[src/rtl/hwfc_pkg.sv]
package hwfc_pkg;

  // Field widths fixed by the item formats.
  localparam int unsigned POS_W    = 8;
  localparam int unsigned HEIGHT_W = 16;
  localparam int unsigned DIM_W    = 9;
  localparam int unsigned RADIUS_W = 4;
  // A window coordinate carries one bit above a position, since a window may
  // reach past column or row 255 on a map wider than that.
  localparam int unsigned IDX_W    = POS_W + 1 + DIM_W;

  // Depth of the request queue between front and back.
  localparam int unsigned QUEUE_DEPTH = 2;

  // Request opcodes.
  localparam logic OP_WRITE = 1'b0;
  localparam logic OP_QUERY = 1'b1;

  // Register indexes on the configuration port.
  localparam logic [1:0] REG_MAP_WIDTH  = 2'd0;
  localparam logic [1:0] REG_MAP_HEIGHT = 2'd1;
  localparam logic [1:0] REG_RADIUS     = 2'd2;
  localparam logic [1:0] REG_THRESHOLD  = 2'd3;

  typedef struct packed {
    logic                op;
    logic [POS_W-1:0]    pos_x;
    logic [POS_W-1:0]    pos_y;
    logic [HEIGHT_W-1:0] height_value;
    logic                already_hidden;
  } in_item_t;

  typedef struct packed {
    logic                hide;
    logic [HEIGHT_W-1:0] height_range;
    logic                out_of_map;
  } out_item_t;

  // Configuration after saturation to the build limits.
  typedef struct packed {
    logic [DIM_W-1:0]    map_width;
    logic [DIM_W-1:0]    map_height;
    logic [RADIUS_W-1:0] window_radius;
    logic [HEIGHT_W-1:0] flat_threshold;
  } cfg_t;

  // What the back end has to do with a request.
  typedef enum logic [2:0] {
    CLS_WRITE_IN,
    CLS_WRITE_OUT,
    CLS_QUERY_OUT,
    CLS_QUERY_HIDDEN,
    CLS_QUERY_WALK
  } cls_t;

  typedef struct packed {
    cls_t                cls;
    logic [POS_W-1:0]    pos_x;
    logic [POS_W-1:0]    pos_y;
    logic [HEIGHT_W-1:0] height_value;
  } entry_t;

  typedef struct packed {
    logic empty;
    logic full;
  } q_status_t;

  typedef enum logic [1:0] {
    BS_IDLE,
    BS_WALK,
    BS_DRAIN,
    BS_FINISH
  } bstate_t;

endpackage

[src/rtl/hwfc_front.sv]
module hwfc_front (
  input  hwfc_pkg::cfg_t                          cfg,
  input  logic                                    start,
  input  hwfc_pkg::in_item_t                      in_item,
  input  hwfc_pkg::q_status_t                     q_status,
  output logic                                    busy,
  output logic                                    push,
  output hwfc_pkg::entry_t                        push_data
);

  logic in_map;

  assign in_map = ({1'b0, in_item.pos_x} < cfg.map_width) &&
                  ({1'b0, in_item.pos_y} < cfg.map_height);

  assign busy = q_status.full;
  assign push = start && !q_status.full;

  always_comb begin
    push_data.pos_x        = in_item.pos_x;
    push_data.pos_y        = in_item.pos_y;
    push_data.height_value = in_item.height_value;
    if (in_item.op == hwfc_pkg::OP_WRITE) begin
      push_data.cls = in_map ? hwfc_pkg::CLS_WRITE_IN : hwfc_pkg::CLS_WRITE_OUT;
    end else if (!in_map) begin
      push_data.cls = hwfc_pkg::CLS_QUERY_OUT;
    end else if (in_item.already_hidden) begin
      push_data.cls = hwfc_pkg::CLS_QUERY_HIDDEN;
    end else begin
      push_data.cls = hwfc_pkg::CLS_QUERY_WALK;
    end
  end

endmodule

[config.mk]
export PLATFORM = sky130hd
export DESIGN_NAME = hwfc_front
export DESIGN_NICKNAME = d
export VERILOG_FILES = /design/src/rtl/hwfc_pkg.sv /design/src/rtl/hwfc_front.sv
export SDC_FILE = /design/constraint.sdc
export NUM_CORES = 1
export LEC_CHECK = 0
export ABC_CLOCK_PERIOD_IN_PS = 1900
export BUFFER_PORTS_ARGS = -buffer_cell sky130_fd_sc_hd__buf_2
export CORE_UTILIZATION = 30
export DETAILED_ROUTE_END_ITERATION = 8
export PLACE_DENSITY = 0.85
export REMOVE_ABC_BUFFERS = 1
export SLEW_MARGIN = 20
export SYNTH_ARGS = -nofsm -noshare
export SYNTH_HDL_FRONTEND = slang
export SYNTH_SLANG_ARGS = --single-unit
[constraint.sdc]
create_clock -name vclk -period 1.9
set_clock_uncertainty 0.15 [all_clocks]
set_input_delay 0.19 -clock vclk [all_inputs]
set_output_delay 0.19 -clock vclk [all_outputs]
set_load 0.005 [all_outputs]
# Word-level counts from Yosys, hierarchy flattened
# Cells that the tools add are included.
# op_classes
magnitude_cmp	2
muxes	4
reduce_logical	3
# ops
cell	count
$lt 8x9->1	2
$mux 3	3
$logic_and 1x1->1	2
$logic_not 1->1	1
$mux 1	1
# word_totals
ff_bits	0
in_bits	75
out_inout_bits	37
elab_cells	9

# Logic depth before layout (Yosys ltp)
# Gate-level depths: netlist of the first run.
# logic_depth
ltp_word	4
depth_mapped	7
mapped_depth_nobuf	7

# Worst setup path after synthesis of the first run
# OpenSTA, ideal clock, no wires.
# synth_timing
path_kind	input-to-output
from	in cfg[35] in the netlist's numbering
to	out push_data[32] in the netlist's numbering
t_arrival_ps	1288
required_time_ps	1560
slack_ps	272
cell_stages	7
n_path_buf	0
cell_sequence	inv_1 -> ha_1 -> a211oi_1 -> o32ai_1 -> a21o_1 -> nand3b_4 -> mux2i_1
# synth_rtl
item	line_no	rtl
start, declared	hwfc_front.sv:2	input hwfc_pkg::cfg_t cfg,
end, declared	hwfc_front.sv:8	output hwfc_pkg::entry_t push_data

==> metrics.md, run 1 <==
| Metric | Value |
|---|---|
| Status | finished clean |
| First-pass GRT wire length | 2530 um |
| Core area | 0.00219 mm^2 |
| Drt first-iter violations | 6 |
| CLK BUF | 0 |
| Distinct cells, synth | 23 |
| Final setup viols | 0 |
| Vias in the first global route | 579 |
| Syn Std Cell Area | 694 um^2 |
| Most used cell, CP | buf_2 |
| Synth warn | 0 |
| Non-filler instance count after layout | 149 |
| Post-Synthesis Cells | 91 |
| Final hold slack | 0.230 ns |
| Row cnt | 17 |
| Fin area | 965 um^2 |
| Max-cap violations | 0 |
| Final GP Congestion | 0.725 |
| Max stage delay cell, worst path | ha_2 |
| Crit path kind | in -> out |
| Biggest cell delay along the critical path | 0.30 ns |
| Remaining DRCs | 0 |
| Antenna violations before repair | 0 |
| Gr ovfl total | 0 |
| Syn avg cell area | 7.63 um^2 |
| DIE WIDTH | 50.1 um |
| Routed length per instance | 13.1 um |
| CP Launch Type | input port |
| Setup repair after global routing missed its margin | true |
| I/O Pins | 112 |
| Critical-path cell list | buf_2, ha_2, o21ai_1, a211oi_2, a21o_1, nand3b_4, mux2i_1, buf_2 |
| Multi-input gate area | 504 um^2 |
| Via density | 4.63 |
| Total number of vias | 690 |
| Critical path required time | 1.56 ns |
| Post-placement cell area | 800 um^2 |
| Final net count | 212 |
| Die Span Y | 50.1 um |
| Peak supply drop | 0.0847 mV |
| Initial Util | 0.317 |
| Largest net degree at the start of global routing | 5 |
| All-layer global routing usage | 0.131 |
| Arr. time, crit path | 1.53 ns |
| HP Class | in -> out |
| Final Cycle Share | 0.982 |
| Final hold viol count | 0 |
| Slew Viols, Final | 0 |
| # fillers | 230 |
| Reg area | 0 um^2 |
| Ant. Diodes | 0 |
| Dpl hpwl | 1580 um |
| Syn-to-layout area delta | 38.9% |
| Relative slew slack | 0.858 |
| Seq cells | 0 |
| Sequential fraction of the synthesis area | 0 |
| Die ar. | 0.00251 mm^2 |
| Crit-path max FO | 3 |
| PD cells | 214 mW/mm^2 |
| Max frequency | 536 MHz |
| DP Cell Count | 148 |
| Total negative setup slack | 0 ns |
| Drt first pass iters | 4 |
| Worst-Margin Slew | 0.213 ns |
| Wirelength, routed | 1950 um |
| Leak pwr | 0.542 nW |
| Port Buffers | 59 |
| Setup crit end kind | primary output |
| Layout cell share with drive strength beyond 1 | 0.719 |
| DRT antenna net count | 0 |
| Post-route minimum period | 1.87 ns |
layout by cell type (no fill, tap or decap), types with 2 or more instances in the layout:
cell,synthesis,layout
a211oi_2,0,3
buf_2,0,53
buf_4,33,4
buf_6,0,5
ha_1,14,7
ha_2,0,2
ha_4,0,5
inv_1,15,11
inv_2,0,3
nand2_1,3,3
nor2_1,3,3
nor2b_1,3,3
o21ai_1,1,2
o21ai_2,1,2
worst max-delay path, delay by kind of cell:
| family | cells | cell delay (ns) |
|---|---|---|
| AO/OA/AOI/OAI | 3 | 0.49 |
| adder cells (fa/ha/maj) | 1 | 0.30 |
| buffers and inverters | 2 | 0.24 |
| multiplexers | 1 | 0.17 |
| AND/OR/NAND/NOR | 1 | 0.14 |
cell type report:
type               count  area share
well taps             28      0.0363
inverters             15      0.0610
repair buffers        63       0.380
multi-input cells     43       0.523
through the flow:
stage                     utilization  total power [mW]  setup WS, ns
after global placement          0.365             0.156       -0.0328
after detailed placement        0.365             0.160       -0.0319
after CTS                       0.372             0.166       0.00164
final                           0.440             0.206        0.0341
after floorplan                     -            0.0722         0.272
after global routing            0.440             0.232       -0.0533
Yosys cell counts (all sizes together):
cell | instances | share of area
nand3b | 1 | 0.029
nor2 | 3 | 0.016
nor2b | 3 | 0.027
a21o | 1 | 0.011
mux2i | 1 | 0.014
nand4 | 1 | 0.018
ha | 14 | 0.25
o21bai | 1 | 0.011
nand2 | 3 | 0.016
and4b | 1 | 0.014
o32ai | 1 | 0.013
and2 | 1 | 0.0090
nand4b | 1 | 0.013
a211oi | 3 | 0.032
nor4b | 1 | 0.013
inv | 15 | 0.081
buf | 33 | 0.36
nor4 | 1 | 0.018
o21ai | 4 | 0.034
a21oi | 1 | 0.0072
o31a | 1 | 0.014
worst paths after layout:
| kind | cells past startpoint | end | start | slack [ns] |
|---|---|---|---|---|
| worst min-delay path | 0 | push_data[4] | in_item[5] | 0.23 |
| worst max-delay path | 8 | push_data[32] | in_item[28] | 0.03 |
power by group:
| group | switching, mW | internal, mW |
|---|---|---|
| Combinational | 0.0877 | 0.119 |
| Sequential | 0 | 0 |
| Clock | 0 | 0 |
| Total | 0.0877 | 0.119 |
logic make-up (layout without fill, tap and decap cells):
family                     after synthesis  count (layout)  share of synthesized area
muxes                                    1               1                     0.0144
and+or+nand+nor                         16              16                      0.173
AOI/OAI and AO/OA                       12              12                      0.123
adders and majority gates               14              14                      0.252
buffers and inverters                   48              78                      0.438
per-layer routing:
layer  vias up  global-route usage  wire length [um]
met3         0              0.0988               344
met2        55               0.218               969
met5         -               0.119                 0
met1       304               0.129               636
li1        331                   -                 -
met4         0                   0                 0
what timing repair did:
| action | in CTS | in global routing |
|---|---|---|
| hold buffers | 0 | 0 |
| resized for setup | 3 | 30 |
| setup endpoints to repair | 2 | 3 |
| setup buffers | 0 | 1 |
| pin swaps | 4 | 13 |
(Power assumes the default switching activity.)
==> inputs of run 2 (changes only) <==
--- a/config.mk
+++ b/config.mk
@@ -7,6 +7,7 @@
 export LEC_CHECK = 0
 export ABC_CLOCK_PERIOD_IN_PS = 1900
 export BUFFER_PORTS_ARGS = -buffer_cell sky130_fd_sc_hd__buf_2
+export CORE_MARGIN = 4
 export CORE_UTILIZATION = 30
 export DETAILED_ROUTE_END_ITERATION = 8
 export PLACE_DENSITY = 0.85
==> metrics.md, run 2 (same netlist as run 1, synthesis figures left out) <==
| Metric | Value |
|---|---|
| Critical path required time | 1.56 ns (about the same) |
| Port Buffers | 59 (unchanged) |
| Ant. Diodes | 0 (unchanged) |
| Status | finished clean |
| Arr. time, crit path | 1.50 ns (-0.03 ns) |
| Setup repair after global routing missed its margin | true |
| Setup crit end kind | primary output |
| Via density | 4.68 (+1.0%) |
| Most frequent cells in the layout | buf_2 (51), inv_1 (9), ha_4 (8), buf_6 (8) |
| Largest net degree at the start of global routing | 5 (unchanged) |
| Slew Viols, Final | 0 (unchanged) |
| CLK BUF | 0 (unchanged) |
| Total number of vias | 683 (-1.0%) |
| Biggest cell delay along the critical path | 0.24 ns (-0.06 ns) |
| Final GP Congestion | 0.743 (+2.4%) |
| Critical-path cell list | buf_6, inv_2, ha_4, a211oi_2, o32ai_2, a21o_1, nand3b_4, mux2i_1, buf_2 |
| Max-cap violations | 0 (unchanged) |
| Post-route minimum period | 1.84 ns (-0.0299 ns) |
| Reg area | 0 um^2 (unchanged) |
| Drt first-iter violations | 3 (-3) |
| Fin area | 985 um^2 (+2.1%) |
| Routed length per instance | 14.1 um (+7.9%) |
| Peak supply drop | 0.0816 mV (-3.6%) |
| I/O Pins | 112 (unchanged) |
| Drt first pass iters | 2 (-2) |
| Core area | 0.00221 mm^2 (+0.97%) |
| DRT antenna net count | 0 (unchanged) |
| PD cells | 215 mW/mm^2 (+0.45%) |
| Most common cell after layout, fill and taps aside | buf_2 |
| HP Class | in -> out |
| DP Cell Count | 145 (-2.0%) |
| Relative slew slack | 0.863 (+0.00572) |
| Layout cell share with drive strength beyond 1 | 0.746 (+0.0268) |
| Dpl hpwl | 1690 um (+6.9%) |
| Syn-to-layout area delta | 41.8% |
| Non-filler instance count after layout | 146 (-2.0%) |
| Initial Util | 0.314 (-0.00305) |
| Vias in the first global route | 628 (+8.5%) |
| Row cnt | 17 (unchanged) |
| Post-placement cell area | 777 um^2 (-2.8%) |
| Crit-path max FO | 3 (unchanged) |
| First-pass GRT wire length | 2660 um (+5.2%) |
| Leak pwr | 0.533 nW (-1.7%) |
| Die Span Y | 56.1 um (+12%) |
| Final hold viol count | 0 (unchanged) |
| All-layer global routing usage | 0.104 (-0.0266) |
| Worst-Margin Slew | 0.204 ns (-0.00840 ns) |
| Gr ovfl total | 0 (unchanged) |
| Antenna violations before repair | 0 (unchanged) |
| Final setup viols | 0 (unchanged) |
| Max frequency | 545 MHz (+1.6%) |
| Wirelength, routed | 2060 um (+5.7%) |
| Remaining DRCs | 0 (unchanged) |
| Final net count | 209 (-1.4%) |
| Crit path kind | in -> out |
| CP Launch Type | input port |
| Die ar. | 0.00315 mm^2 (+25%) |
| Seq cells | 0 (unchanged) |
| DIE WIDTH | 56.1 um (+12%) |
| Max stage delay cell, worst path | a211oi_2 |
| Final Cycle Share | 0.966 (-0.0158) |
| Total power | 0.212 mW (+2.5%) |
run 2: metal layers:
metal | up-vias | GRT usage | share of wire
met5 | - | 0.125 | 0.024
met4 | 2 | 0 | 0.00097
met3 | 2 | 0.109 | 0.21
met2 | 56 | 0.164 | 0.49
met1 | 299 | 0.0925 | 0.28
li1 | 324 | - | -
run 2: metrics by stage:
| stage | worst slack, ns | hold WS [ns] | util | TNS [ns] |
|---|---|---|---|---|
| floorplan | 0.272 | 0.230 | - | 0 |
| global placement | -0.00872 | 0.230 | 0.351 | -0.0139 |
| detailed placement | -0.00284 | 0.230 | 0.351 | -0.00284 |
| CTS | 0.00137 | 0.230 | 0.354 | 0 |
| global route | -0.0280 | 0.230 | 0.445 | -0.0280 |
| finish | 0.0641 | 0.230 | 0.445 | 0 |
run 2: critical path: cells and delay by family:
| kind | cells | cell delay, ns |
|---|---|---|
| AOI/OAI and AO/OA | 3 | 0.55 |
| and+or+nand+nor | 1 | 0.16 |
| adders and majority gates | 1 | 0.19 |
| buffers and inverters | 3 | 0.27 |
| muxes | 1 | 0.14 |
run 2: area by class of cell:
cell class | count | area, um^2
multi-input combinational | 43 | 541
inverter | 15 | 56.3
timing repair buffer | 60 | 353
tap | 28 | 35.0
fill | 230 | 1230
run 2: worst paths after layout:
check	to	depth (start not counted)	slack [ns]	from
hold / removal	push_data[10]	0	0.23	in_item[11]
setup / recovery	push_data[32]	9	0.06	cfg[26]
run 2: repair_timing:
item                                    4_1_cts  5_1_grt
resized for setup                             1       38
pin swaps                                     1       16
endpoints found under the setup margin        2        3
hold buffers                                  0        0
setup buffers                                 0        1
run 2: power breakdown:
group          switching [mW]  total (mW)  internal [mW]
sequential                  0           0              0
clock                       0           0              0
combinational          0.0904       0.212          0.121
total                  0.0904       0.212          0.121
