--- src/rtl/hwfc_pkg.sv ---
package hwfc_pkg;

  // Field widths fixed by the item formats.
  localparam int unsigned POS_W    = 8;
  localparam int unsigned HEIGHT_W = 16;
  localparam int unsigned DIM_W    = 9;
  localparam int unsigned RADIUS_W = 4;
  // A window coordinate carries one bit above a position, since a window may
  // reach past column or row 255 on a map wider than that.
  localparam int unsigned IDX_W    = POS_W + 1 + DIM_W;

  // Depth of the request queue between front and back.
  localparam int unsigned QUEUE_DEPTH = 2;

  // Request opcodes.
  localparam logic OP_WRITE = 1'b0;
  localparam logic OP_QUERY = 1'b1;

  // Register indexes on the configuration port.
  localparam logic [1:0] REG_MAP_WIDTH  = 2'd0;
  localparam logic [1:0] REG_MAP_HEIGHT = 2'd1;
  localparam logic [1:0] REG_RADIUS     = 2'd2;
  localparam logic [1:0] REG_THRESHOLD  = 2'd3;

  typedef struct packed {
    logic                op;
    logic [POS_W-1:0]    pos_x;
    logic [POS_W-1:0]    pos_y;
    logic [HEIGHT_W-1:0] height_value;
    logic                already_hidden;
  } in_item_t;

  typedef struct packed {
    logic                hide;
    logic [HEIGHT_W-1:0] height_range;
    logic                out_of_map;
  } out_item_t;

  // Configuration after saturation to the build limits.
  typedef struct packed {
    logic [DIM_W-1:0]    map_width;
    logic [DIM_W-1:0]    map_height;
    logic [RADIUS_W-1:0] window_radius;
    logic [HEIGHT_W-1:0] flat_threshold;
  } cfg_t;

  // What the back end has to do with a request.
  typedef enum logic [2:0] {
    CLS_WRITE_IN,
    CLS_WRITE_OUT,
    CLS_QUERY_OUT,
    CLS_QUERY_HIDDEN,
    CLS_QUERY_WALK
  } cls_t;

  typedef struct packed {
    cls_t                cls;
    logic [POS_W-1:0]    pos_x;
    logic [POS_W-1:0]    pos_y;
    logic [HEIGHT_W-1:0] height_value;
  } entry_t;

  typedef struct packed {
    logic empty;
    logic full;
  } q_status_t;

  typedef enum logic [1:0] {
    BS_IDLE,
    BS_WALK,
    BS_DRAIN,
    BS_FINISH
  } bstate_t;

endpackage

--- src/rtl/hwfc_queue.sv ---
module hwfc_queue (
  input  logic                clk,
  input  logic                rst_n,
  input  logic                push,
  input  hwfc_pkg::entry_t    push_data,
  input  logic                pop,
  output hwfc_pkg::entry_t    pop_data,
  output hwfc_pkg::q_status_t status
);

  localparam int unsigned PTR_W = (hwfc_pkg::QUEUE_DEPTH > 1) ?
                                  $clog2(hwfc_pkg::QUEUE_DEPTH) : 1;
  localparam int unsigned CNT_W = $clog2(hwfc_pkg::QUEUE_DEPTH + 1);

  hwfc_pkg::entry_t slot_r [hwfc_pkg::QUEUE_DEPTH];
  logic [PTR_W-1:0] wr_ptr_r, wr_ptr_nxt;
  logic [PTR_W-1:0] rd_ptr_r, rd_ptr_nxt;
  logic [CNT_W-1:0] count_r, count_nxt;

  function automatic logic [PTR_W-1:0] ptr_inc(logic [PTR_W-1:0] p);
    return (32'(p) == hwfc_pkg::QUEUE_DEPTH - 1) ? '0 : p + 1'b1;
  endfunction

  assign status.empty = (count_r == '0);
  assign status.full  = (32'(count_r) == hwfc_pkg::QUEUE_DEPTH);
  assign pop_data     = slot_r[rd_ptr_r];

  always_comb begin
    wr_ptr_nxt = push ? ptr_inc(wr_ptr_r) : wr_ptr_r;
    rd_ptr_nxt = pop ? ptr_inc(rd_ptr_r) : rd_ptr_r;
    count_nxt  = count_r;
    if (push && !pop) begin
      count_nxt = count_r + 1'b1;
    end else if (pop && !push) begin
      count_nxt = count_r - 1'b1;
    end
  end

  always_ff @(posedge clk) begin
    if (!rst_n) begin
      wr_ptr_r <= '0;
      rd_ptr_r <= '0;
      count_r  <= '0;
    end else begin
      wr_ptr_r <= wr_ptr_nxt;
      rd_ptr_r <= rd_ptr_nxt;
      count_r  <= count_nxt;
    end
  end

  always_ff @(posedge clk) begin
    if (push) begin
      slot_r[wr_ptr_r] <= push_data;
    end
  end

  a_no_overflow: assert property (@(posedge clk) disable iff (!rst_n)
    status.full && !pop |-> !push)
    else $error("request queue pushed while full");

endmodule

--- config.mk ---
export PLATFORM = sky130hd
export DESIGN_NAME = hwfc_queue
export DESIGN_NICKNAME = d
export VERILOG_FILES = /design/src/rtl/hwfc_pkg.sv /design/src/rtl/hwfc_queue.sv
export SDC_FILE = /design/constraint.sdc
export NUM_CORES = 1
export LEC_CHECK = 0
export BUFFER_PORTS_ARGS = -buffer_cell sky130_fd_sc_hd__buf_2
export CORE_MARGIN = 2
export CORE_UTILIZATION = 40
export DETAILED_ROUTE_END_ITERATION = 12
export PLACE_DENSITY_LB_ADDON = 0.25
export SYNTH_ARGS = -nofsm -noshare
export SYNTH_HDL_FRONTEND = slang
export SYNTH_SLANG_ARGS = --single-unit
--- constraint.sdc ---
create_clock -name clk -period 2.9 [get_ports clk]
set_input_delay 0.435 -clock clk [delete_from_list [all_inputs] [get_ports clk]]
set_output_delay 0.435 -clock clk [all_outputs]
set_load 0.01 [all_outputs]
After elaboration in Yosys (flattened, before gate mapping)
Memories as Yosys holds them, arrays and structs flattened. A register that Yosys moved wholly into a read port is not among the register bits.
Cells that the tools add are included.

storage, ports and cells
  RAM bits = 70
  memories kept = 1
  word-level logic and storage cells = 23
  flip-flop bits (word level) = 4
  output and inout port bits = 37
  input port bits = 39

operators by class
  equality and inequality tests = 1
  add/sub/neg operators = 4
  mux-type cells = 8
  reduce and logical (&&, ||, !) cells = 6

memory list
  name    words  width  rd ports  clocked after Yosys merged registers in  write ports  RTL line          RTL
  slot_r  2      35     1         1                                        1            hwfc_queue.sv:15  hwfc_pkg::entry_t slot_r [hwfc_pkg::QUEUE_DEPTH];

operators by type and width
  operator                                                            count
  1-bit two-way mux                                                   6
  2-bit two-way mux                                                   2
  1-bit adder, second input constant                                  2
  2-bit by 1-bit adder with 2-bit output, second input constant       1
  2-bit equality test, second input constant                          1
  1-bit logical AND                                                   2
  1-bit logical NOT                                                   2
  2-bit logical NOT                                                   1
  2-bit nonzero test                                                  1
  2-bit by 1-bit subtractor with 2-bit output, second input constant  1

Logic depth before layout (Yosys ltp)
Gate-level depths: netlist (run 1).

  depth after elaboration = 4
  depth in mapped cells = 5

Worst setup path before layout (run 1)
OpenSTA, ideal clock, no wires.

  kind = in2reg
  from = input push
  to = memory slot_r[0][0] (netlist bit), enable pin
  path slack = 0.426 ns
  arrival = 2.042 ns
  setup time = 0.433 ns
  path buffers = 0
  stages = 1
  cells stage by stage = nor2b_1

on the way
  cells in the longest elaborated chain, start to end = 2

RTL lines
  element                                  RTL line          RTL
  start, declared                          hwfc_queue.sv:4   input logic push,
  1-bit two-way mux                        hwfc_queue.sv:52  if (push) begin
  1-bit two-way mux (not written as such)  hwfc_queue.sv:53  slot_r[wr_ptr_r] <= push_data;
  end, declared                            hwfc_queue.sv:15

Every way passes these cells.

==> key figures, run 1 <==
Clock network
  – Maximum level of the CTS H-tree: 3
  – Sinks on the clock net: 75
  – Hold-fix buffers, CTS: 0
  – Clock buffer depth: 2
  – Setup Buffers After CTS: 0
  – Clock latency reported for the late side of the worst-skew pair: 340 ps
  – Clock tree from TritonCTS: done
  – Root Buffer Master: sky130_fd_sc_hd__clkbuf_8
  – Register clock-pin slew on the reported worst setup and hold paths: 80 ps
  – Number of gates resized after cts: 0
  – Number of buffers created by CTS: 9

Timing
  – Period Utilization, post-route: 0.770
  – Hold Worst Slack: 282 ps
  – Min setup slack post-route: 668 ps
  – Layout Skew: 10.6 ps
  – Max Freq: 448 MHz
  – Worst slew margin relative to its limit: 0.414
  – Hold violation count in the final report: 0
  – Setup-violating endpoint count in the final report: 0
  – Accumulated negative setup slack: 0 ps
  – Slew of the pin with the lowest slew margin: 878 ps
  – Final period demand of the worst path: 2230 ps
  – Pins over their slew limit: 0
  – RSZ-0062 raised after global routing: false

Power and ir drop
  – Leakage: 1.28 nW
  – Power Total: 2.19 mW
  – Pwr Density: 647 nW/um2
  – IR drop worst, VDD: 0.296 mV

Floorplanning
  – Number of rows in the core area: 30
  – Standard cell core area: 6720 um2
  – Starting utilization of the core area: 0.408
  – Die Y-Extent: 86.8 um
  – Count of pins on the block boundary: 76
  – Die extent in x: 86.8 um
  – Die Footprint: 7540 um2

Route
  – Vias per Instance: 4.85
  – Number of nets with antenna violations after routing: 0
  – Total wirelength of the detailed-routed design: 4510 um
  – Number of detailed-route iterations in the first pass: 4
  – Total DRC errors in the routed layout: 0
  – Number of design-rule violations left by the first detailed-router iteration: 31
  – DR WL/cell: 15.1 um
  – Overall via count from detail_route: 1451

Logic synthesis
  – Cell type with the highest aggregate area in the netlist: sky130_fd_sc_hd__edfxtp_1
  – Cell types occupying the most area after synthesis: sky130_fd_sc_hd__edfxtp_1 (77%), sky130_fd_sc_hd__mux2_2 (14%), sky130_fd_sc_hd__dfxtp_1 (3.6%)
  – Synth top area share: 0.766
  – Share of flip-flops with an asynchronous set or reset after synthesis: 0
  – Register bit total from synthesis: 75
  – Post-synth EDFFs: 70
  – Count of different cell masters after synthesis: 17
  – Mean area per synthesized cell: 20.9 um2
  – Cells after synthesis: 131
  – Main synth FF type: sky130_fd_sc_hd__edfxtp_1
  – Net Count, Synth: 171
  – Count leader, synth: sky130_fd_sc_hd__edfxtp_1
  – Top cell types by occurrence after synthesis: sky130_fd_sc_hd__edfxtp_1 (70), sky130_fd_sc_hd__mux2_2 (35), sky130_fd_sc_hd__dfxtp_1 (5), sky130_fd_sc_hd__and2_1 (4), sky130_fd_sc_hd__buf_4 (3)
  – Number of warnings reported in the yosys synthesis log: 0
  – Proportion of synthesized chip area in sequential cells: 0.803
  – Netlist area before placement: 2740 um2

Critical path
  – Required time of the worst setup path: 2470 ps
  – Arr. time, crit path: 1800 ps
  – Crit-path max FO: 35
  – Sort of element at the end of the critical path: output port
  – Crit start category: register
  – Type of the worst setup path: register to output port

Final layout
  – Nets: 254
  – Fraction of layout instances using a drive strength above 1: 0.580
  – Fin area: 3390 um2
  – Final cell count without fillers: 299
  – Post-synthesis to final-layout area growth: 23.4%
  – Diode insertion count for antenna repair: 0
  – Share of the core filled with cells: 0.504

Place
  – Final weighted congestion of routability-driven global placement: 0.671
  – HPWL after detailed placement: 2830 um
  – Placed instance count: 283
  – Post-placement cell area: 3220 um2
  – Port Buffers: 75
  – Worst slack at placement: 963 ps

Global routing
  – Via count of the first global-routing pass: 1471
  – GRT overflow: 0
  – Largest net degree at the start of global routing: 36
  – Number of antenna violations at the first check in global routing: 0
  – Global Route Usage Sum: 0.125
  – Wire length of the first global-routing pass: 6880 um

Run status
  – Status: completed

Min path
  – Type of the worst min-delay path: primary input to register

Flow run
  – Max-Cap Viols: 0
==> flip-flops by register name (all words and copies together), names as in the netlist, named ones only <==
signal    flops
rd_ptr_r      1
wr_ptr_r      1
slot_r       70
count_r       2
==> final timing paths <==
| check | depth (start not counted) | startpoint | end | slack, ps |
|---|---|---|---|---|
| max | 2 | register | pop_data[20] | 670 |
| max reg2reg | 1 | wr_ptr_r | slot_r[1][24] | 1390 |
| min | 1 | push_data[13] | slot_r[1][13] | 280 |
| min reg2reg | 2 | count_r[1] | count_r[1] | 520 |
==> worst max-delay path, stage by stage (launching register included) <==
cell and delay [ps]:
sky130_fd_sc_hd__dfxtp_2 890, sky130_fd_sc_hd__mux2_2 430, sky130_fd_sc_hd__buf_2 140
==> metal layers <==
layer  global-route usage  up-vias  wire length (um)
met5                    0        -                 0
met4               0.0810        0               117
met3               0.0400       11               281
met2                0.201       49              2210
met1                0.144      719              1900
li1                     -      672                 -
==> cells by family (layout without fill, tap and decap cells) <==
| logic type | count (synthesis) | in the layout | share of synthesized area |
|---|---|---|---|
| buffers and inverters | 5 | 93 | 0.0114 |
| AND/OR/NAND/NOR | 9 | 9 | 0.0205 |
| multiplexers | 35 | 35 | 0.144 |
| AO/OA/AOI/OAI | 3 | 3 | 0.00730 |
| flip-flops | 75 | 75 | 0.803 |
| adder cells (fa/ha/maj) | 1 | 1 | 0.00456 |
| XOR/XNOR | 3 | 3 | 0.00958 |
==> where the power goes <==
part	internal [mW]	switching [mW]	leakage [nW]
Clock	0.334	0.345	0.0807
Sequential	1.25	0.0340	0.699
Combinational	0.123	0.107	0.499
==> cells in the final DEF, fill, tap and decap left out, drive strengths merged <==
cell type and instances:
a21boi 1, and2 4, and2b 1, buf 76
clkbuf 14, clkinv 1, clkinvlp 1, dfxtp 5
edfxtp 70, ha 1, inv 1, mux2 35
nor2 1, nor2b 2, o21a 1, o21ai 1
or3 1, xnor2 1, xor2 2
==> final cells by class <==
class	instances	area [um2]
clock buffers	14	153
well taps	80	100
flip-flops and latches	75	2200
inverters	1	3.75
fillers	567	3330
clock inverters	2	12.5
repair buffers	76	395
multi-input cells	51	518
No activity file was read; power rests on OpenSTA's default activity.
==> run 2: changes to the inputs <==
==> constraint.sdc (replaced) <==
create_clock -name clk -period 2.25 [get_ports clk]
set_input_delay 0.3375 -clock clk [delete_from_list [all_inputs] [get_ports clk]]
set_output_delay 0.3375 -clock clk [all_outputs]
set_load 0.01 [all_outputs]
==> key figures, run 2 (synthesis results as in run 1) <==
Floorplanning
  – Number of rows in the core area: 30 (unchanged)
  – Die Footprint: 7540 um2 (unchanged)
  – Die extent in x: 86.8 um (unchanged)
  – Count of pins on the block boundary: 76 (unchanged)
  – Standard cell core area: 6720 um2 (unchanged)
  – Starting utilization of the core area: 0.408 (unchanged)
  – Die Y-Extent: 86.8 um (unchanged)

Clock network
  – Register clock-pin slew on the reported worst setup and hold paths: 60 ps (-20 ps)
  – Setup Buffers After CTS: 0 (unchanged)
  – Clock tree from TritonCTS: done
  – Hold-fix buffers, CTS: 0 (unchanged)
  – Clock latency reported for the late side of the worst-skew pair: 330 ps (about the same)
  – Number of gates resized after cts: 0 (unchanged)
  – Clock buffer depth: 2 (unchanged)
  – Root Buffer Master: sky130_fd_sc_hd__clkbuf_8
  – Sinks on the clock net: 75 (unchanged)
  – Maximum level of the CTS H-tree: 3 (unchanged)
  – Number of buffers created by CTS: 9 (unchanged)

Power and ir drop
  – Power Total: 2.78 mW (+27%)
  – Leakage: 1.30 nW (+1.4%)
  – IR drop worst, VDD: 0.462 mV (+56%)
  – Pwr Density: 816 nW/um2 (+26%)

Timing
  – Hold violation count in the final report: 0 (unchanged)
  – Setup-violating endpoint count in the final report: 0 (unchanged)
  – RSZ-0062 raised after global routing: false
  – Period Utilization, post-route: 0.811
  – Worst slew margin relative to its limit: 0.752 (+0.337)
  – Pins over their slew limit: 0 (unchanged)
  – Min setup slack post-route: 424 ps (-244 ps)
  – Max Freq: 548 MHz
  – Slew of the pin with the lowest slew margin: 373 ps (-506 ps)
  – Accumulated negative setup slack: 0 ps (unchanged)
  – Final period demand of the worst path: 1830 ps
  – Layout Skew: 5.54 ps (-5.09 ps)

Critical path
  – Required time of the worst setup path: 1910 ps (-560 ps)
  – Type of the worst setup path: register to output port
  – Cell breakdown of the critical path: buf_4, mux2_2, buf_2
  – Worst path max stage delay: 380 ps (-510 ps)
  – Arr. time, crit path: 1490 ps (-310 ps)
  – Library cell contributing the largest single delay on the critical path: sky130_fd_sc_hd__mux2_2
  – R2R Path Start: wr_ptr_r
  – Sort of element at the end of the critical path: output port
  – Crit start category: register
  – Crit-path max FO: 23 (-34%)

Place
  – Port Buffers: 75 (unchanged)
  – HPWL after detailed placement: 2970 um (+4.9%)
  – Final weighted congestion of routability-driven global placement: 0.649 (-3.2%)
  – Worst slack at placement: 745 ps (-218 ps)

Flow run
  – Max-Cap Viols: 0 (unchanged)

Route
  – Number of nets with antenna violations after routing: 0 (unchanged)
  – DR WL/cell: 14.9 um (-1.3%)
  – Vias per Instance: 4.63 (-4.6%)
  – Total wirelength of the detailed-routed design: 4510 um (unchanged)
  – Number of design-rule violations left by the first detailed-router iteration: 56 (+81%)
  – Total DRC errors in the routed layout: 0 (unchanged)
  – Overall via count from detail_route: 1403 (-3.3%)
  – Number of detailed-route iterations in the first pass: 4 (unchanged)

Final layout
  – Most frequent cells in the layout: sky130_fd_sc_hd__buf_2 (75), sky130_fd_sc_hd__edfxtp_1 (70), sky130_fd_sc_hd__mux2_2 (35)
  – Registers with the most flip-flops: slot_r (70), count_r (2)
  – Share of the core filled with cells: 0.506 (+0.00242)
  – Number of fillers in the final layout: 561 (-1.1%)
  – Diode insertion count for antenna repair: 0 (unchanged)
  – Commonest non-fill, non-tap cell in the layout: sky130_fd_sc_hd__buf_2
  – Nets: 258 (+1.6%)
  – Top reg by flops: slot_r
  – Largest register FFs: 70 (unchanged)
  – Post-synthesis to final-layout area growth: 24.0%
  – Fraction of layout instances using a drive strength above 1: 0.578 (-0.00143)

Global routing
  – Wire length of the first global-routing pass: 6990 um (+1.6%)
  – Via count of the first global-routing pass: 1483 (+0.82%)
  – Largest net degree at the start of global routing: 24 (-33%)
  – GRT overflow: 0 (unchanged)
  – Global Route Usage Sum: 0.128 (+0.00331)
  – Number of antenna violations at the first check in global routing: 0 (unchanged)

Run status
  – Status: completed

Min path
  – Type of the worst min-delay path: primary input to register
  – Min-delay src: push_data[19]
[run 2: changes by cell type in the layout (fill, tap and decap cells not counted)]
| cell | previous run | this run |
|---|---|---|
| sky130_fd_sc_hd__buf_4 | 0 | 4 |
| sky130_fd_sc_hd__clkinvlp_4 | 1 | 0 |
| sky130_fd_sc_hd__dfxtp_2 | 1 | 0 |
| sky130_fd_sc_hd__clkbuf_1 | 4 | 3 |
| sky130_fd_sc_hd__clkinv_1 | 0 | 2 |
| sky130_fd_sc_hd__clkinv_2 | 1 | 2 |
| sky130_fd_sc_hd__clkbuf_8 | 10 | 9 |
| sky130_fd_sc_hd__dfxtp_1 | 4 | 5 |
[run 2: final cells by class]
type / count / area [um2] / area share
Timing Repair Buffer: 80 / 425 / 0.125
Sequential cell: 75 / 2200 / 0.647
Inverter: 1 / 3.75 / 0.00110
Clock inverter: 4 / 17.5 / 0.00515
Multi-Input combinational cell: 51 / 518 / 0.152
Tap cell: 80 / 100 / 0.0294
Clock buffer: 12 / 135 / 0.0397
[run 2: power breakdown]
| group | leakage, nW | total (mW) | switching, mW | internal (mW) |
|---|---|---|---|---|
| sequential | 0.699 | 1.63 | 0.0197 | 1.61 |
| clock | 0.0792 | 0.822 | 0.431 | 0.390 |
| combinational | 0.518 | 0.327 | 0.163 | 0.163 |
| total | 1.30 | 2.78 | 0.614 | 2.16 |
[run 2: path summary, 6_finish.rpt]
kind / depth (start not counted) / slack, ps / end
hold / removal: 1 / 190 / slot_r[1][19]
hold reg to reg: 2 / 510 / count_r[1]
setup reg to reg: 2 / 930 / slot_r[1][11]
setup / recovery: 3 / 420 / pop_data[22]
[run 2: through the flow]
step	instance area (um2)	instances	hold WS [ps]
after global routing	3400	303	161
after CTS	3400	303	172
after floorplan	2750	131	436
final	3400	303	192
after global placement	3250	287	488
after detailed placement	3250	287	506
[run 2: critical path: cells and delay by family (launching register included)]
| kind | cells | cell delay [ps] |
|---|---|---|
| multiplexers | 1 | 380 |
| buffers and inverters | 2 | 440 |
| flip-flops | 1 | 320 |
[run 2: layer usage]
metal,vias to the layer above,part of all wire,GRT usage
li1,679,-,-
met1,679,0.45,0.160
met2,41,0.49,0.199
met3,4,0.045,0.0486
met4,0,0.014,0.0597
met5,-,0,0
==> run 3: changes to the inputs <==
--- a/config.mk
+++ b/config.mk
@@ -5,6 +5,7 @@
 export SDC_FILE = /design/constraint.sdc
 export NUM_CORES = 1
 export LEC_CHECK = 0
+export ABC_AREA = 1
 export BUFFER_PORTS_ARGS = -buffer_cell sky130_fd_sc_hd__buf_2
 export CORE_MARGIN = 2
 export CORE_UTILIZATION = 40
==> constraint.sdc (replaced) <==
create_clock -name clk -period 1.8 [get_ports clk]
set_input_delay 0.27 -clock clk [delete_from_list [all_inputs] [get_ports clk]]
set_output_delay 0.27 -clock clk [all_outputs]
set_load 0.01 [all_outputs]
==> key figures, run 3 <==
Run status
  – Status: completed

Timing
  – Hold Worst Slack: 118 ps (-74.2 ps)
  – Hold violation count in the final report: 0 (unchanged)
  – Worst slew margin relative to its limit: 0.779 (+0.0271)
  – Accumulated negative setup slack: 0 ps (unchanged)
  – Final period demand of the worst path: 1670 ps
  – RSZ-0062 raised after global routing: false
  – Period Utilization, post-route: 0.928
  – Setup-violating endpoint count in the final report: 0 (unchanged)
  – Slew of the pin with the lowest slew margin: 332 ps (-40.6 ps)
  – Max Freq: 598 MHz
  – Layout Skew: 4.12 ps (-1.42 ps)
  – Pins over their slew limit: 0 (unchanged)

Power and ir drop
  – Pwr Density: 1050 nW/um2 (+29%)
  – Pint: 3.01 mW (+39%)
  – Sw power: 813 uW (+32%)
  – Switching share of power: 0.213 (-0.00860)
  – Sequential fraction of design power: 0.534 (-0.052)
  – IR drop worst, VDD: 0.621 mV (+34%)
  – Clock Power Share: 0.359 (+0.063)
  – Leakage: 1.48 nW (+14%)
  – Part of the total power dissipated in combinational logic: 0.108 (-0.010)

Final layout
  – Diode insertion count for antenna repair: 0 (unchanged)
  – Registers with the most flip-flops: slot_r (70), count_r (2)
  – Largest register FFs: 70 (unchanged)
  – Nets: 272 (+5.4%)
  – Commonest non-fill, non-tap cell in the layout: sky130_fd_sc_hd__buf_2
  – Fraction of layout instances using a drive strength above 1: 0.561 (-0.0173)
  – Most frequent cells in the layout: sky130_fd_sc_hd__buf_2 (75), sky130_fd_sc_hd__edfxtp_1 (70), sky130_fd_sc_hd__mux2_4 (30)
  – Top reg by flops: slot_r
  – Post-synthesis to final-layout area growth: 24.6%

Floorplanning
  – Die Y-Extent: 89.3 um (+2.8%)
  – Die Footprint: 7970 um2 (+5.7%)
  – Count of pins on the block boundary: 76 (unchanged)
  – Die extent in x: 89.3 um (+2.8%)
  – Number of rows in the core area: 31 (+3.3%)
  – Starting utilization of the core area: 0.407 (-0.000760)
  – Standard cell core area: 7140 um2 (+6.2%)

Route
  – Number of design-rule violations left by the first detailed-router iteration: 48 (-14%)
  – Overall via count from detail_route: 1492 (+6.3%)
  – Total DRC errors in the routed layout: 0 (unchanged)
  – Number of nets with antenna violations after routing: 0 (unchanged)
  – Vias per Instance: 4.44 (-4.1%)
  – Number of detailed-route iterations in the first pass: 5 (+1)
  – Total wirelength of the detailed-routed design: 4540 um (+0.73%)
  – DR WL/cell: 13.5 um (-9.2%)

Clock network
  – Number of buffers created by CTS: 9 (unchanged)
  – Clock buffer depth: 2 (unchanged)
  – Clock tree from TritonCTS: done
  – Maximum level of the CTS H-tree: 3 (unchanged)
  – Register clock-pin slew on the reported worst setup and hold paths: 70 ps (about the same)
  – Clock latency reported for the late side of the worst-skew pair: 330 ps (about the same)
  – Root Buffer Master: sky130_fd_sc_hd__clkbuf_8
  – Sinks on the clock net: 75 (unchanged)

Logic synthesis
  – Count of different cell masters after synthesis: 14 (-3)
  – Cell type with the highest aggregate area in the netlist: sky130_fd_sc_hd__edfxtp_1
  – Net Count, Synth: 184 (+7.6%)
  – Main synth FF type: sky130_fd_sc_hd__edfxtp_1
  – Cells after synthesis: 144 (+9.9%)
  – Register bit total from synthesis: 75 (unchanged)
  – Count leader, synth: sky130_fd_sc_hd__edfxtp_1
  – Cell types occupying the most area after synthesis: sky130_fd_sc_hd__edfxtp_1 (72%), sky130_fd_sc_hd__mux2_4 (15%), sky130_fd_sc_hd__dfxtp_1 (3.4%)
  – Top cell types by occurrence after synthesis: sky130_fd_sc_hd__edfxtp_1 (70), sky130_fd_sc_hd__mux2_4 (30), sky130_fd_sc_hd__nor2_1 (9), sky130_fd_sc_hd__inv_1 (8), sky130_fd_sc_hd__nand2_1 (8)
  – Synth top area share: 0.723 (-0.0435)
  – Mean area per synthesized cell: 20.2 um2 (-3.5%)
  – Number of warnings reported in the yosys synthesis log: 0 (unchanged)
  – Share of flip-flops with an asynchronous set or reset after synthesis: 0 (unchanged)
  – Netlist area before placement: 2910 um2 (+6.0%)
  – Post-synth EDFFs: 70 (unchanged)
  – Proportion of synthesized chip area in sequential cells: 0.757 (-0.0456)

Critical path
  – RR Endpoint: slot_r[1][0]
  – Crit-path max FO: 14 (-39%)
  – R2R Path Start: wr_ptr_r
  – Required time of the worst setup path: 1530 ps (-380 ps)
  – Sort of element at the end of the critical path: output port
  – Register-to-Register Path Depth: 3 (+1)
  – Arr. time, crit path: 1400 ps (-90 ps)
  – Type of the worst setup path: register to output port
  – Worst R2R Setup Slack: 590 ps (-340 ps)
  – Crit start category: register

Min path
  – Type of the worst min-delay path: primary input to register
  – Cells on Worst Hold Path: 1 (unchanged)
  – Hold-critical path endpoint: slot_r[0][32]
  – Min-delay src: push_data[32]

Place
  – Port Buffers: 75 (unchanged)
  – HPWL after detailed placement: 3080 um (+3.8%)
  – Final weighted congestion of routability-driven global placement: 0.667 (+2.7%)

Global routing
  – Number of antenna violations at the first check in global routing: 0 (unchanged)
  – Via count of the first global-routing pass: 1439 (-3.0%)
  – Largest net degree at the start of global routing: 24 (unchanged)
  – Wire length of the first global-routing pass: 6860 um (-1.9%)
  – GRT overflow: 0 (unchanged)
  – Global Route Usage Sum: 0.121 (-0.00704)

Flow run
  – Max-Cap Viols: 0 (unchanged)
[run 3: changes by cell type after synthesis, moves of 2 or more]
cell,change
sky130_fd_sc_hd__mux2_2,-30
sky130_fd_sc_hd__mux2_4,+30
sky130_fd_sc_hd__nand2_1,+8
sky130_fd_sc_hd__nor2_1,+8
sky130_fd_sc_hd__inv_1,+7
sky130_fd_sc_hd__and2_1,-4
sky130_fd_sc_hd__buf_12,+3
sky130_fd_sc_hd__buf_4,-3
sky130_fd_sc_hd__nor2b_1,-2
sky130_fd_sc_hd__xor2_1,-2
[run 3: area by class of cell]
| type | count | area [um2] |
|---|---|---|
| tap | 99 | 124 |
| multi-input combinational | 57 | 612 |
| inverter | 8 | 30.0 |
| clock buffer | 10 | 128 |
| timing repair buffer | 81 | 437 |
| fill | 637 | 3510 |
| sequential | 75 | 2200 |
| clock inverter | 6 | 90.1 |
[run 3: cells by family after synthesis]
kind of cell    synth area share
compound gates           0.00344
fa+ha+maj                0.00430
buf+inv                   0.0349
flops                      0.757
mux                        0.174
simple gates              0.0258
[run 3: worst max-delay path: stages, from the launching register on]
cell and delay [ps]:
sky130_fd_sc_hd__dfxtp_2 360, sky130_fd_sc_hd__buf_6 210, sky130_fd_sc_hd__mux2_2 360, sky130_fd_sc_hd__buf_2 140
[run 3: worst max path at each step]
stage	from	endpoint	slack [ps]	cells past startpoint
6_report	register	pop_data[15]	130	3
5_1_grt	register	pop_data[20]	60	3
3_3_place_gp	register	pop_data[20]	430	3
3_5_place_dp	register	pop_data[15]	410	3
4_1_cts	register	pop_data[15]	40	3
2_1_floorplan	wr_ptr_r	slot_r[0][0]	140	1
[run 3: power groups by stage]
stage	Combinational (mW)	Sequential [mW]	Clock, mW
5_1_grt	0.455	2.05	1.49
4_1_cts	0.421	2.04	1.42
2_1_floorplan	0.270	2.07	0
6_report	0.412	2.04	1.37
3_5_place_dp	0.420	2.08	0
3_3_place_gp	0.415	2.07	0
[run 3: per-stage QoR]
stage / power, mW / std cells / cell area [um2] / utilization / worst slack (ps)
2_1_floorplan: 2.34 / 144 / 2910 / - / 144
3_3_place_gp: 2.49 / 320 / 3400 / 0.477 / 432
3_5_place_dp: 2.50 / 320 / 3400 / 0.477 / 412
4_1_cts: 3.88 / 336 / 3620 / 0.507 / 35.4
5_1_grt: 3.99 / 336 / 3620 / 0.508 / 58.0
6_report: 3.82 / 336 / 3620 / 0.508 / 129
[run 3: routing by layer]
metal,track usage,vias up,part of all wire
li1,-,714,-
met1,0.141,724,0.41
met2,0.200,46,0.52
met3,0.0342,8,0.051
met4,0.0733,0,0.016
met5,0,-,0
[run 3: timing repair]
item                       CTS  global route
buffers inserted             0             0
hold buffers                 0             0
setup endpoints to repair    0             4
resized for setup            0             1
